===== config.mk =====
export PLATFORM = sky130hd
export DESIGN_NAME = plc_read_write_response_parser_flat
export DESIGN_NICKNAME = d
export VERILOG_FILES = /design/src/design/plcrw_pkg.sv /design/src/design/plcrw_stream_if.sv /design/src/design/plcrw_judge.sv /design/src/design/plc_read_write_response_parser.sv /design/src/flat_wrapper.sv
export SDC_FILE = /design/constraint.sdc
export NUM_CORES = 1
export LEC_CHECK = 0
export BUFFER_PORTS_ARGS = -buffer_cell sky130_fd_sc_hd__buf_2
export CELL_PAD_IN_SITES_DETAIL_PLACEMENT = 2
export CELL_PAD_IN_SITES_GLOBAL_PLACEMENT = 2
export CORE_MARGIN = 1.5
export CORE_UTILIZATION = 40
export CTS_BUF_LIST = sky130_fd_sc_hd__clkbuf_8
export DETAILED_ROUTE_END_ITERATION = 10
export GPL_TIMING_DRIVEN = 0
export PLACE_DENSITY = 0.95
export SKIP_CTS_REPAIR_TIMING = 1
export SLEW_MARGIN = 20
export SYNTH_ARGS = -nofsm -noshare
export SYNTH_HDL_FRONTEND = slang
export SYNTH_SLANG_ARGS = --single-unit

===== constraint.sdc =====
create_clock -name clock -period 17.9 [get_ports clock]
set_input_delay 1.79 -clock clock [delete_from_list [all_inputs] [get_ports clock]]
set_output_delay 1.79 -clock clock [all_outputs]
set_load 0.02 [all_outputs]

===== src/design/plcrw_pkg.sv =====
// Shared types, constants and register indexes of the PLC read/write response parser.
package plcrw_pkg;

   localparam int MAX_FRAME_DEFAULT = 8192;
   localparam int CSR_INDEX_WIDTH = 2;
   localparam int CSR_DATA_WIDTH = 16;

   localparam logic [CSR_INDEX_WIDTH-1:0] CSR_EXPECTED_RESPONSE = 2'd0;
   localparam logic [CSR_INDEX_WIDTH-1:0] CSR_EXPECTED_REFERENCE = 2'd1;
   localparam logic [CSR_INDEX_WIDTH-1:0] CSR_READ_CAPACITY = 2'd2;

   localparam logic [15:0] READ_CAPACITY_RESET = 16'd8192;

   localparam logic [7:0] TPKT_VERSION = 8'h03;
   localparam logic [7:0] TPKT_RESERVED = 8'h00;
   localparam logic [7:0] COTP_CONNECT_CONFIRM = 8'hd0;
   localparam logic [7:0] MSG_ACK = 8'h02;
   localparam logic [7:0] MSG_ACK_DATA = 8'h03;
   localparam logic [7:0] FUNC_SETUP = 8'hf0;
   localparam logic [7:0] FUNC_READ = 8'h04;
   localparam logic [7:0] FUNC_WRITE = 8'h05;
   localparam logic [7:0] RETURN_SUCCESS = 8'hff;

   localparam logic [4:0] OFFSET_ACK_DATA = 5'd19;
   localparam logic [4:0] OFFSET_ACK = 5'd17;
   localparam logic [15:0] MIN_PDU_FRAME = 16'd21;
   localparam logic [15:0] MIN_CONNECT_FRAME = 16'd11;
   localparam logic [15:0] MIN_DECLARED = 16'd7;
   localparam logic [15:0] MIN_HEADER = 16'd4;
   localparam logic [15:0] PDU_LENGTH_MIN = 16'd240;
   localparam logic [15:0] PDU_LENGTH_MAX = 16'd4096;

   localparam logic [7:0] PDU_HEAD [4] = '{8'h02, 8'hf0, 8'h80, 8'h32};

   typedef enum logic [1:0] {
      RESP_CONNECT = 2'd0,
      RESP_SETUP = 2'd1,
      RESP_READ = 2'd2,
      RESP_WRITE = 2'd3
   } resp_type;

   typedef enum logic [2:0] {
      STATUS_OK = 3'd0,
      STATUS_TRUNCATED = 3'd1,
      STATUS_WRONG = 3'd2,
      STATUS_PROTOCOL = 3'd3,
      STATUS_DENIED = 3'd4,
      STATUS_TOO_SMALL = 3'd5
   } status_type;

   typedef struct packed {
      logic [15:0] byte_count;
      logic [15:0] declared_length;
      logic        header_ok;
      logic [7:0]  message_type;
      logic [7:0]  pdu_type;
      logic [15:0] echoed_reference;
      logic [15:0] param_length;
      logic [15:0] data_length;
      logic [15:0] ack_error;
      logic [7:0]  item_count;
      logic [15:0] pdu_length;
      logic [7:0]  rc_byte;
      logic [13:0] data_bytes;
   } frame_type;

   typedef struct packed {
      status_type  status;
      logic [7:0]  rc_byte;
      logic [12:0] negotiated_pdu;
      logic [15:0] read_byte_count;
   } verdict_type;

endpackage


===== src/design/plcrw_stream_if.sv =====
// Request and response channel interfaces of the PLC read/write response parser.
interface plcrw_req_if;
   logic       valid;
   logic       ready;
   logic [7:0] frame_byte;
   logic       frame_end;

   modport source (output valid, output frame_byte, output frame_end, input ready);
   modport sink (input valid, input frame_byte, input frame_end, output ready);
endinterface

interface plcrw_rsp_if;
   logic        valid;
   logic        ready;
   logic [7:0]  payload_byte;
   logic        payload_valid;
   logic        verdict_valid;
   logic [2:0]  status;
   logic [7:0]  item_return_code;
   logic [12:0] negotiated_pdu;
   logic [15:0] read_byte_count;

   modport source (output valid, output payload_byte, output payload_valid,
                   output verdict_valid, output status, output item_return_code,
                   output negotiated_pdu, output read_byte_count, input ready);
   modport sink (input valid, input payload_byte, input payload_valid,
                 input verdict_valid, input status, input item_return_code,
                 input negotiated_pdu, input read_byte_count, output ready);
endinterface


===== src/design/plcrw_judge.sv =====
// Final frame verdict from the captured header fields and the configuration.
module plcrw_judge #(
   parameter int MAX_FRAME = plcrw_pkg::MAX_FRAME_DEFAULT
) (
   input  plcrw_pkg::frame_type   frame,
   input  plcrw_pkg::resp_type    expected_response,
   input  logic [15:0]            expected_reference,
   input  logic [15:0]            read_capacity,
   output plcrw_pkg::verdict_type verdict
);

   logic [4:0]  offset;
   logic [7:0]  func_code;
   logic [17:0] length_sum;
   logic [16:0] bytes_plus_four;
   logic [16:0] data_end;
   logic        is_ack_data;

   always_comb begin
      is_ack_data = frame.message_type == plcrw_pkg::MSG_ACK_DATA;
      offset = is_ack_data ? plcrw_pkg::OFFSET_ACK_DATA : plcrw_pkg::OFFSET_ACK;
      case (expected_response)
         plcrw_pkg::RESP_SETUP: func_code = plcrw_pkg::FUNC_SETUP;
         plcrw_pkg::RESP_READ: func_code = plcrw_pkg::FUNC_READ;
         default: func_code = plcrw_pkg::FUNC_WRITE;
      endcase
      length_sum = 18'(offset) + 18'(frame.param_length) + 18'(frame.data_length);
      bytes_plus_four = 17'(frame.data_bytes) + 17'd4;
      data_end = 17'(offset) + 17'd6 + 17'(frame.data_bytes);
   end

   always_comb begin
      verdict.status = plcrw_pkg::STATUS_OK;
      verdict.rc_byte = '0;
      verdict.negotiated_pdu = '0;
      verdict.read_byte_count = '0;
      if (frame.byte_count < plcrw_pkg::MIN_HEADER) begin
         verdict.status = plcrw_pkg::STATUS_TRUNCATED;
      end else if (!frame.header_ok || frame.declared_length < plcrw_pkg::MIN_DECLARED ||
                   frame.declared_length > 16'(MAX_FRAME) ||
                   frame.declared_length != frame.byte_count) begin
         verdict.status = plcrw_pkg::STATUS_WRONG;
      end else if (expected_response == plcrw_pkg::RESP_CONNECT) begin
         if (frame.byte_count < plcrw_pkg::MIN_CONNECT_FRAME) begin
            verdict.status = plcrw_pkg::STATUS_WRONG;
         end
      end else if (frame.byte_count < plcrw_pkg::MIN_PDU_FRAME ||
                   (frame.message_type != plcrw_pkg::MSG_ACK && !is_ack_data) ||
                   frame.echoed_reference != expected_reference) begin
         verdict.status = plcrw_pkg::STATUS_WRONG;
      end else if (length_sum != 18'(frame.byte_count) || frame.param_length < 16'd2 ||
                   frame.pdu_type != func_code) begin
         verdict.status = plcrw_pkg::STATUS_WRONG;
      end else if (is_ack_data && frame.ack_error != 16'd0) begin
         verdict.status = plcrw_pkg::STATUS_PROTOCOL;
      end else if (expected_response == plcrw_pkg::RESP_SETUP) begin
         if (frame.param_length != 16'd8 || frame.data_length != 16'd0 ||
             frame.pdu_length < plcrw_pkg::PDU_LENGTH_MIN ||
             frame.pdu_length > plcrw_pkg::PDU_LENGTH_MAX) begin
            verdict.status = plcrw_pkg::STATUS_WRONG;
         end else begin
            verdict.negotiated_pdu = frame.pdu_length[12:0];
         end
      end else if (frame.param_length != 16'd2 || frame.item_count != 8'd1) begin
         verdict.status = plcrw_pkg::STATUS_WRONG;
      end else if (expected_response == plcrw_pkg::RESP_READ) begin
         if (frame.data_length < 16'd4) begin
            verdict.status = plcrw_pkg::STATUS_WRONG;
         end else begin
            verdict.rc_byte = frame.rc_byte;
            if (frame.rc_byte != plcrw_pkg::RETURN_SUCCESS) begin
               verdict.status = plcrw_pkg::STATUS_DENIED;
            end else if (bytes_plus_four > 17'(frame.data_length) ||
                         data_end > 17'(frame.byte_count)) begin
               verdict.status = plcrw_pkg::STATUS_WRONG;
            end else if (read_capacity < 16'(frame.data_bytes)) begin
               verdict.status = plcrw_pkg::STATUS_TOO_SMALL;
            end else begin
               verdict.read_byte_count = 16'(frame.data_bytes);
            end
         end
      end else if (frame.data_length != 16'd1) begin
         verdict.status = plcrw_pkg::STATUS_WRONG;
      end else begin
         verdict.rc_byte = frame.rc_byte;
         if (frame.rc_byte != plcrw_pkg::RETURN_SUCCESS) begin
            verdict.status = plcrw_pkg::STATUS_DENIED;
         end
      end
   end

endmodule


===== src/design/plc_read_write_response_parser.sv =====
// Top level of the PLC read/write response parser: field capture, data streaming, result register.
//
// The parser takes one frame byte per cycle when ready; it needs no gaps between bytes or frames.
// Each accepted byte updates the captured header fields and, on the last byte of a frame or on
// a read data byte, loads one response into the output register in the same cycle, so the
// response appears in the cycle after its byte. The request channel stays ready while the output
// register is empty or being drained, so a waiting response stalls input only when the consumer
// also holds off. Read data bytes stream out as they arrive; keep them only when the verdict that
// ends the frame reports ok. Configuration writes take effect at the next clock edge.
module plc_read_write_response_parser #(
   parameter int MAX_FRAME = plcrw_pkg::MAX_FRAME_DEFAULT
) (
   input  logic                                   clock,
   input  logic                                   reset,
   plcrw_req_if.sink                              req_if,
   plcrw_rsp_if.source                            rsp_if,
   input  logic                                   csr_we,
   input  logic [plcrw_pkg::CSR_INDEX_WIDTH-1:0]  csr_index,
   input  logic [plcrw_pkg::CSR_DATA_WIDTH-1:0]   csr_wdata
);

   plcrw_pkg::resp_type    expected_response_ff;
   logic [15:0]            expected_reference_ff;
   logic [15:0]            read_capacity_ff;

   plcrw_pkg::frame_type   frame_ff;
   plcrw_pkg::frame_type   frame_in;
   plcrw_pkg::frame_type   frame_clear;
   logic [15:0]            encoded_bits_ff;
   logic [15:0]            encoded_bits_in;
   plcrw_pkg::verdict_type verdict;

   logic        rsp_valid_ff;
   logic [7:0]  payload_byte_ff;
   logic        payload_valid_ff;
   logic        verdict_valid_ff;
   plcrw_pkg::verdict_type verdict_ff;

   logic [15:0] idx;
   logic [7:0]  b;
   logic [4:0]  offset;
   logic [15:0] off16;
   logic [16:0] bits_round;
   logic [16:0] data_stop;
   logic        stream_byte;
   logic        accept;
   logic        produce;

   assign req_if.ready = !rsp_valid_ff || rsp_if.ready;
   assign accept = req_if.valid && req_if.ready;

   always_comb begin
      frame_clear = '0;
      frame_clear.header_ok = 1'b1;
   end

   always_comb begin
      idx = frame_ff.byte_count;
      b = req_if.frame_byte;
      frame_in = frame_ff;
      encoded_bits_in = encoded_bits_ff;
      if (frame_ff.byte_count != 16'hffff) begin
         frame_in.byte_count = frame_ff.byte_count + 16'd1;
      end
      if (idx == 16'd0 && b != plcrw_pkg::TPKT_VERSION) frame_in.header_ok = 1'b0;
      if (idx == 16'd1 && b != plcrw_pkg::TPKT_RESERVED) frame_in.header_ok = 1'b0;
      if (idx == 16'd2) frame_in.declared_length[15:8] = b;
      if (idx == 16'd3) frame_in.declared_length[7:0] = b;
      if (idx >= 16'd4 && idx <= 16'd7) begin
         if (expected_response_ff != plcrw_pkg::RESP_CONNECT &&
             b != plcrw_pkg::PDU_HEAD[idx[1:0]]) begin
            frame_in.header_ok = 1'b0;
         end
         if (expected_response_ff == plcrw_pkg::RESP_CONNECT && idx == 16'd5 &&
             b != plcrw_pkg::COTP_CONNECT_CONFIRM) begin
            frame_in.header_ok = 1'b0;
         end
      end
      if (idx == 16'd8) frame_in.message_type = b;
      if (idx == 16'd11) frame_in.echoed_reference[15:8] = b;
      if (idx == 16'd12) frame_in.echoed_reference[7:0] = b;
      if (idx == 16'd13) frame_in.param_length[15:8] = b;
      if (idx == 16'd14) frame_in.param_length[7:0] = b;
      if (idx == 16'd15) frame_in.data_length[15:8] = b;
      if (idx == 16'd16) frame_in.data_length[7:0] = b;
      if (idx == 16'd17) frame_in.ack_error[15:8] = b;
      if (idx == 16'd18) frame_in.ack_error[7:0] = b;

      offset = frame_in.message_type == plcrw_pkg::MSG_ACK_DATA ?
               plcrw_pkg::OFFSET_ACK_DATA : plcrw_pkg::OFFSET_ACK;
      off16 = 16'(offset);
      if (idx == off16) frame_in.pdu_type = b;
      if (idx == off16 + 16'd1) frame_in.item_count = b;
      if (idx == off16 + 16'd2) frame_in.rc_byte = b;
      if (idx == off16 + 16'd4) encoded_bits_in[15:8] = b;
      if (idx == off16 + 16'd5) encoded_bits_in[7:0] = b;
      if (idx == off16 + 16'd6) frame_in.pdu_length[15:8] = b;
      if (idx == off16 + 16'd7) frame_in.pdu_length[7:0] = b;

      bits_round = 17'(encoded_bits_in) + 17'd7;
      frame_in.data_bytes = bits_round[16:3];
      data_stop = 17'(off16) + 17'd6 + 17'(frame_in.data_bytes);
      stream_byte = expected_response_ff == plcrw_pkg::RESP_READ &&
                    idx >= off16 + 16'd6 && 17'(idx) < data_stop;
      produce = req_if.frame_end || stream_byte;
   end

   plcrw_judge #(
      .MAX_FRAME(MAX_FRAME)
   ) u_judge (
      .frame(frame_in),
      .expected_response(expected_response_ff),
      .expected_reference(expected_reference_ff),
      .read_capacity(read_capacity_ff),
      .verdict(verdict)
   );

   always_ff @(posedge clock) begin
      if (reset) begin
         expected_response_ff <= plcrw_pkg::RESP_CONNECT;
         expected_reference_ff <= '0;
         read_capacity_ff <= plcrw_pkg::READ_CAPACITY_RESET;
      end else if (csr_we) begin
         case (csr_index)
            plcrw_pkg::CSR_EXPECTED_RESPONSE:
               expected_response_ff <= plcrw_pkg::resp_type'(csr_wdata[1:0]);
            plcrw_pkg::CSR_EXPECTED_REFERENCE: expected_reference_ff <= csr_wdata;
            plcrw_pkg::CSR_READ_CAPACITY: read_capacity_ff <= csr_wdata;
            default: ;
         endcase
      end
   end

   always_ff @(posedge clock) begin
      if (reset) begin
         frame_ff <= frame_clear;
         encoded_bits_ff <= '0;
      end else if (accept) begin
         if (req_if.frame_end) begin
            frame_ff <= frame_clear;
            encoded_bits_ff <= '0;
         end else begin
            frame_ff <= frame_in;
            encoded_bits_ff <= encoded_bits_in;
         end
      end
   end

   always_ff @(posedge clock) begin
      if (reset) begin
         rsp_valid_ff <= 1'b0;
      end else if (accept && produce) begin
         rsp_valid_ff <= 1'b1;
      end else if (rsp_if.ready) begin
         rsp_valid_ff <= 1'b0;
      end
   end

   always_ff @(posedge clock) begin
      if (accept && produce) begin
         payload_byte_ff <= stream_byte ? b : 8'd0;
         payload_valid_ff <= stream_byte;
         verdict_valid_ff <= req_if.frame_end;
         if (req_if.frame_end) begin
            verdict_ff <= verdict;
         end else begin
            verdict_ff <= '0;
         end
      end
   end

   assign rsp_if.valid = rsp_valid_ff;
   assign rsp_if.payload_byte = payload_byte_ff;
   assign rsp_if.payload_valid = payload_valid_ff;
   assign rsp_if.verdict_valid = verdict_valid_ff;
   assign rsp_if.status = verdict_ff.status;
   assign rsp_if.item_return_code = verdict_ff.rc_byte;
   assign rsp_if.negotiated_pdu = verdict_ff.negotiated_pdu;
   assign rsp_if.read_byte_count = verdict_ff.read_byte_count;

endmodule

===== src/flat_wrapper.sv =====
// flat-port wrapper written by rule: the top's interface ports become plain ports
module plc_read_write_response_parser_flat 
#(
   parameter int MAX_FRAME = plcrw_pkg::MAX_FRAME_DEFAULT
)
  (clock, reset, csr_we, csr_index, csr_wdata, req_if_valid, req_if_frame_byte, req_if_frame_end, req_if_ready, rsp_if_valid, rsp_if_payload_byte, rsp_if_payload_valid, rsp_if_verdict_valid, rsp_if_status, rsp_if_item_return_code, rsp_if_negotiated_pdu, rsp_if_read_byte_count, rsp_if_ready);
  plcrw_req_if req_if_i ();
  plcrw_rsp_if rsp_if_i ();
  input  logic clock;
  input  logic reset;
  input  logic csr_we;
  input  logic [plcrw_pkg::CSR_INDEX_WIDTH-1:0] csr_index;
  input  logic [plcrw_pkg::CSR_DATA_WIDTH-1:0] csr_wdata;
  input wire logic [$bits(req_if_i.valid)-1:0] req_if_valid;
  input wire logic [$bits(req_if_i.frame_byte)-1:0] req_if_frame_byte;
  input wire logic [$bits(req_if_i.frame_end)-1:0] req_if_frame_end;
  output wire logic [$bits(req_if_i.ready)-1:0] req_if_ready;
  output wire logic [$bits(rsp_if_i.valid)-1:0] rsp_if_valid;
  output wire logic [$bits(rsp_if_i.payload_byte)-1:0] rsp_if_payload_byte;
  output wire logic [$bits(rsp_if_i.payload_valid)-1:0] rsp_if_payload_valid;
  output wire logic [$bits(rsp_if_i.verdict_valid)-1:0] rsp_if_verdict_valid;
  output wire logic [$bits(rsp_if_i.status)-1:0] rsp_if_status;
  output wire logic [$bits(rsp_if_i.item_return_code)-1:0] rsp_if_item_return_code;
  output wire logic [$bits(rsp_if_i.negotiated_pdu)-1:0] rsp_if_negotiated_pdu;
  output wire logic [$bits(rsp_if_i.read_byte_count)-1:0] rsp_if_read_byte_count;
  input wire logic [$bits(rsp_if_i.ready)-1:0] rsp_if_ready;
  assign req_if_i.valid = req_if_valid;
  assign req_if_i.frame_byte = req_if_frame_byte;
  assign req_if_i.frame_end = req_if_frame_end;
  assign req_if_ready = req_if_i.ready;
  assign rsp_if_valid = rsp_if_i.valid;
  assign rsp_if_payload_byte = rsp_if_i.payload_byte;
  assign rsp_if_payload_valid = rsp_if_i.payload_valid;
  assign rsp_if_verdict_valid = rsp_if_i.verdict_valid;
  assign rsp_if_status = rsp_if_i.status;
  assign rsp_if_item_return_code = rsp_if_i.item_return_code;
  assign rsp_if_negotiated_pdu = rsp_if_i.negotiated_pdu;
  assign rsp_if_read_byte_count = rsp_if_i.read_byte_count;
  assign rsp_if_i.ready = rsp_if_ready;
  plc_read_write_response_parser #(.MAX_FRAME(MAX_FRAME)) u_core (.clock(clock), .reset(reset), .req_if(req_if_i), .rsp_if(rsp_if_i), .csr_we(csr_we), .csr_index(csr_index), .csr_wdata(csr_wdata));
endmodule

==> impl_results.md <==
- Outcome: finished clean
- Yosys reg bits: 244
- Initial antenna violation count: 10
- Clk sinks: 244
- Final Max Tran Viols: 0
- Power per cell area: 70.9 nW/um^2
- Final Hold Vio Count: 0
- Top FF cell, synth: dfxtp_1
- Final hold slack: 0.466 ns
- Detail Route Antenna Nets: 0
- Leak pwr: 6.90 nW
- Worst setup EP type: register
- Critical Path AT: 12.02 ns
- Synth async-reset ratio: 0
- Post-route setup TNS: 0 ns
- Minimum clock period: 11.51 ns
- Yosys top cell by area: dfxtp_1
- Post-synth EDFFs: 48
- Top post-synthesis cells by area: dfxtp_1 (24%), edfxtp_1 (9.0%), ha_1 (7.9%)
- Maximum vdd drop: 0.0538 mV
- Met1 Use GR: 0.495
- Most frequent cells in the layout: nor2_1 (244), dfxtp_1 (196), a22oi_1 (148), nand2_1 (139), clkbuf_1 (111)
- Crit-path slowest cell: a21oi_1
- Slew HR: 0.139
- GP Congestion: 1.03
- Fin nets: 2179
- GR peak layer: met2
- Placed Area: 17200 sq um
- DR DRC count: 0
- Number of max-cap violations: 0
- Post-DP HPWL: 61.4 mm
- Syn_area_per_cell: 8.40 sq um
- Unrepaired setup endpoints after global routing: no
- DIE WIDTH: 203 microns
- Total CTS buffers: 46
- Routed wire length: 87.2 mm
- Worst setup margin: 6.39 ns
- Clock transition at path regs: 0.06 ns
- Hold WC Path Type: register to register
- Final setup viols: 0
- Ys Warns: 0
- FP Rows: 73
- Starting Density: 0.405
- Post-synthesis sequential area ratio: 0.334
- Iter 0 DRT Violations: 1834
- IO Pins: 84
- Die area: 41400 sq um
- Global route overflow: 0
- Met2 Usage GRT: 0.670
- First-pass GRT wire length: 127 mm
- Largest net degree at the start of global routing: 28
- Share of layout cells above drive strength 1: 0.114
- Placed Cells: 2520
- Clock latency on the worst-skew pair: 0.70 ns
- I/O Buffers: 76
- Cells after Synth: 1914
- Commonest non-fill, non-tap cell in the layout: nor2_1
- Via count: 17700
- Crit path kind: input pin to register
- First-pass DRT Iterations: 5
- Critical-path maximum fanout: 10
- Max clock buf depth: 3
- Post-route design area: 18200 sq um
- Clock tree from TritonCTS: yes
- Synth cell types: 82
- H-tree depth: 2
- Post-Route Utilization: 0.459
- Synthesized cell area: 16100 sq um
- Place WS: 6.10 ns
- Layout Cells excl Fill: 2608
- Crit path launch type: input pin
- Vias in the first global route: 19000
- CP max stage delay: 0.89 ns
- Vias/cell: 6.77
- Worst-Margin Slew: 1.29 ns
- Final Cycle Share: 0.643
- Core box area: 39700 sq um
- Skew final: 0.0463 ns
- Post-DR wirelength/cell: 33.4 microns
- Yosys top cell area share: 0.244
- GRT Overall Usage: 0.417
- Layout area overhead: 13.5%
- Root buffer cell: clkbuf_8
- Met3 global-route usage: 0.106
- Die Ht: 203 microns
- Total power: 1.29 mW
- Req. time, crit path: 18.42 ns
- F_max: 86.9 MHz
cells in the mapped netlist, types with 26 or more instances:
cell / n
mux2_2: 29
xor2_1: 37
xnor2_1: 51
nand4_1: 36
o21ai_0: 52
nor4_1: 43
a22oi_1: 148
nand3_1: 34
nor2_1: 245
mux2i_1: 65
clkbuf_1: 112
a21oi_1: 106
nand2_1: 139
a21o_1: 26
ha_1: 101
nor3_1: 59
inv_1: 64
edfxtp_1: 48
dfxtp_1: 196
logic make-up after synthesis:
group / after synthesis / share of synthesized area
AND/OR/NAND/NOR: 724 / 0.230
AO/OA/AOI/OAI: 454 / 0.187
flip-flops: 244 / 0.334
buffers and inverters: 196 / 0.0482
adder cells (fa/ha/maj): 104 / 0.0824
multiplexers: 96 / 0.0622
XOR/XNOR: 94 / 0.0564
other: 2 / 0.000467
worst max-delay path, delay by kind of cell:
| kind | cells | cell delay [ns] |
|---|---|---|
| buffers and inverters | 4 | 1.27 |
| AND/OR/NAND/NOR | 14 | 3.85 |
| AO/OA/AOI/OAI | 7 | 2.90 |
| adder cells (fa/ha/maj) | 3 | 1.12 |
| multiplexers | 2 | 1.06 |
path summary, 6_finish.rpt:
check                               from                          end  slack [ns]  depth (start not counted)
max                 req_if_frame_byte[7]      u_core.rsp_if.status[0]        6.39                         30
max reg2reg               u_core.idx[11]      u_core.rsp_if.status[0]        6.67                         31
min          u_core.read_capacity_ff[15]  u_core.read_capacity_ff[15]        0.47                          2
min reg2reg  u_core.read_capacity_ff[15]  u_core.read_capacity_ff[15]        0.47                          2
routing by layer:
layer | part of all wire | wire length, microns
met2 | 0.45 | 39400
met4 | 0.077 | 6690
met3 | 0.091 | 7980
met5 | 0.0010 | 87
met1 | 0.38 | 33000
flip-flops by register name, summed over array words and instances (netlist names):
| name | flops |
|---|---|
| u_core.encoded_bits_ff | 16 |
| u_core.expected_reference_ff | 16 |
| u_core.expected_response_ff | 2 |
| u_core.frame_ff | 129 |
| u_core.idx | 16 |
| u_core.read_capacity_ff | 16 |
| u_core.rsp_if.item_return_code | 8 |
| u_core.rsp_if.negotiated_pdu | 13 |
| u_core.rsp_if.payload_byte | 8 |
| u_core.rsp_if.payload_valid | 1 |
| u_core.rsp_if.read_byte_count | 14 |
| u_core.rsp_if.status | 3 |
| u_core.rsp_if.valid | 1 |
| u_core.rsp_if.verdict_valid | 1 |
layout make-up:
class	count	area (sq um)
fillers	4464	21500
inverters	67	251
multi-input cells	1477	10000
clock inverters	33	240
flip-flops and latches	244	5370
clock buffers	52	716
well taps	525	657
plain buffers	129	524
repair buffers	78	435
diodes	3	7.51
power by group:
part	total (mW)	switching, mW	internal (mW)
sequential	0.571	0.00483	0.566
combinational	0.115	0.0907	0.0244
clock	0.608	0.295	0.313
No activity file was read; power rests on OpenSTA's default activity.
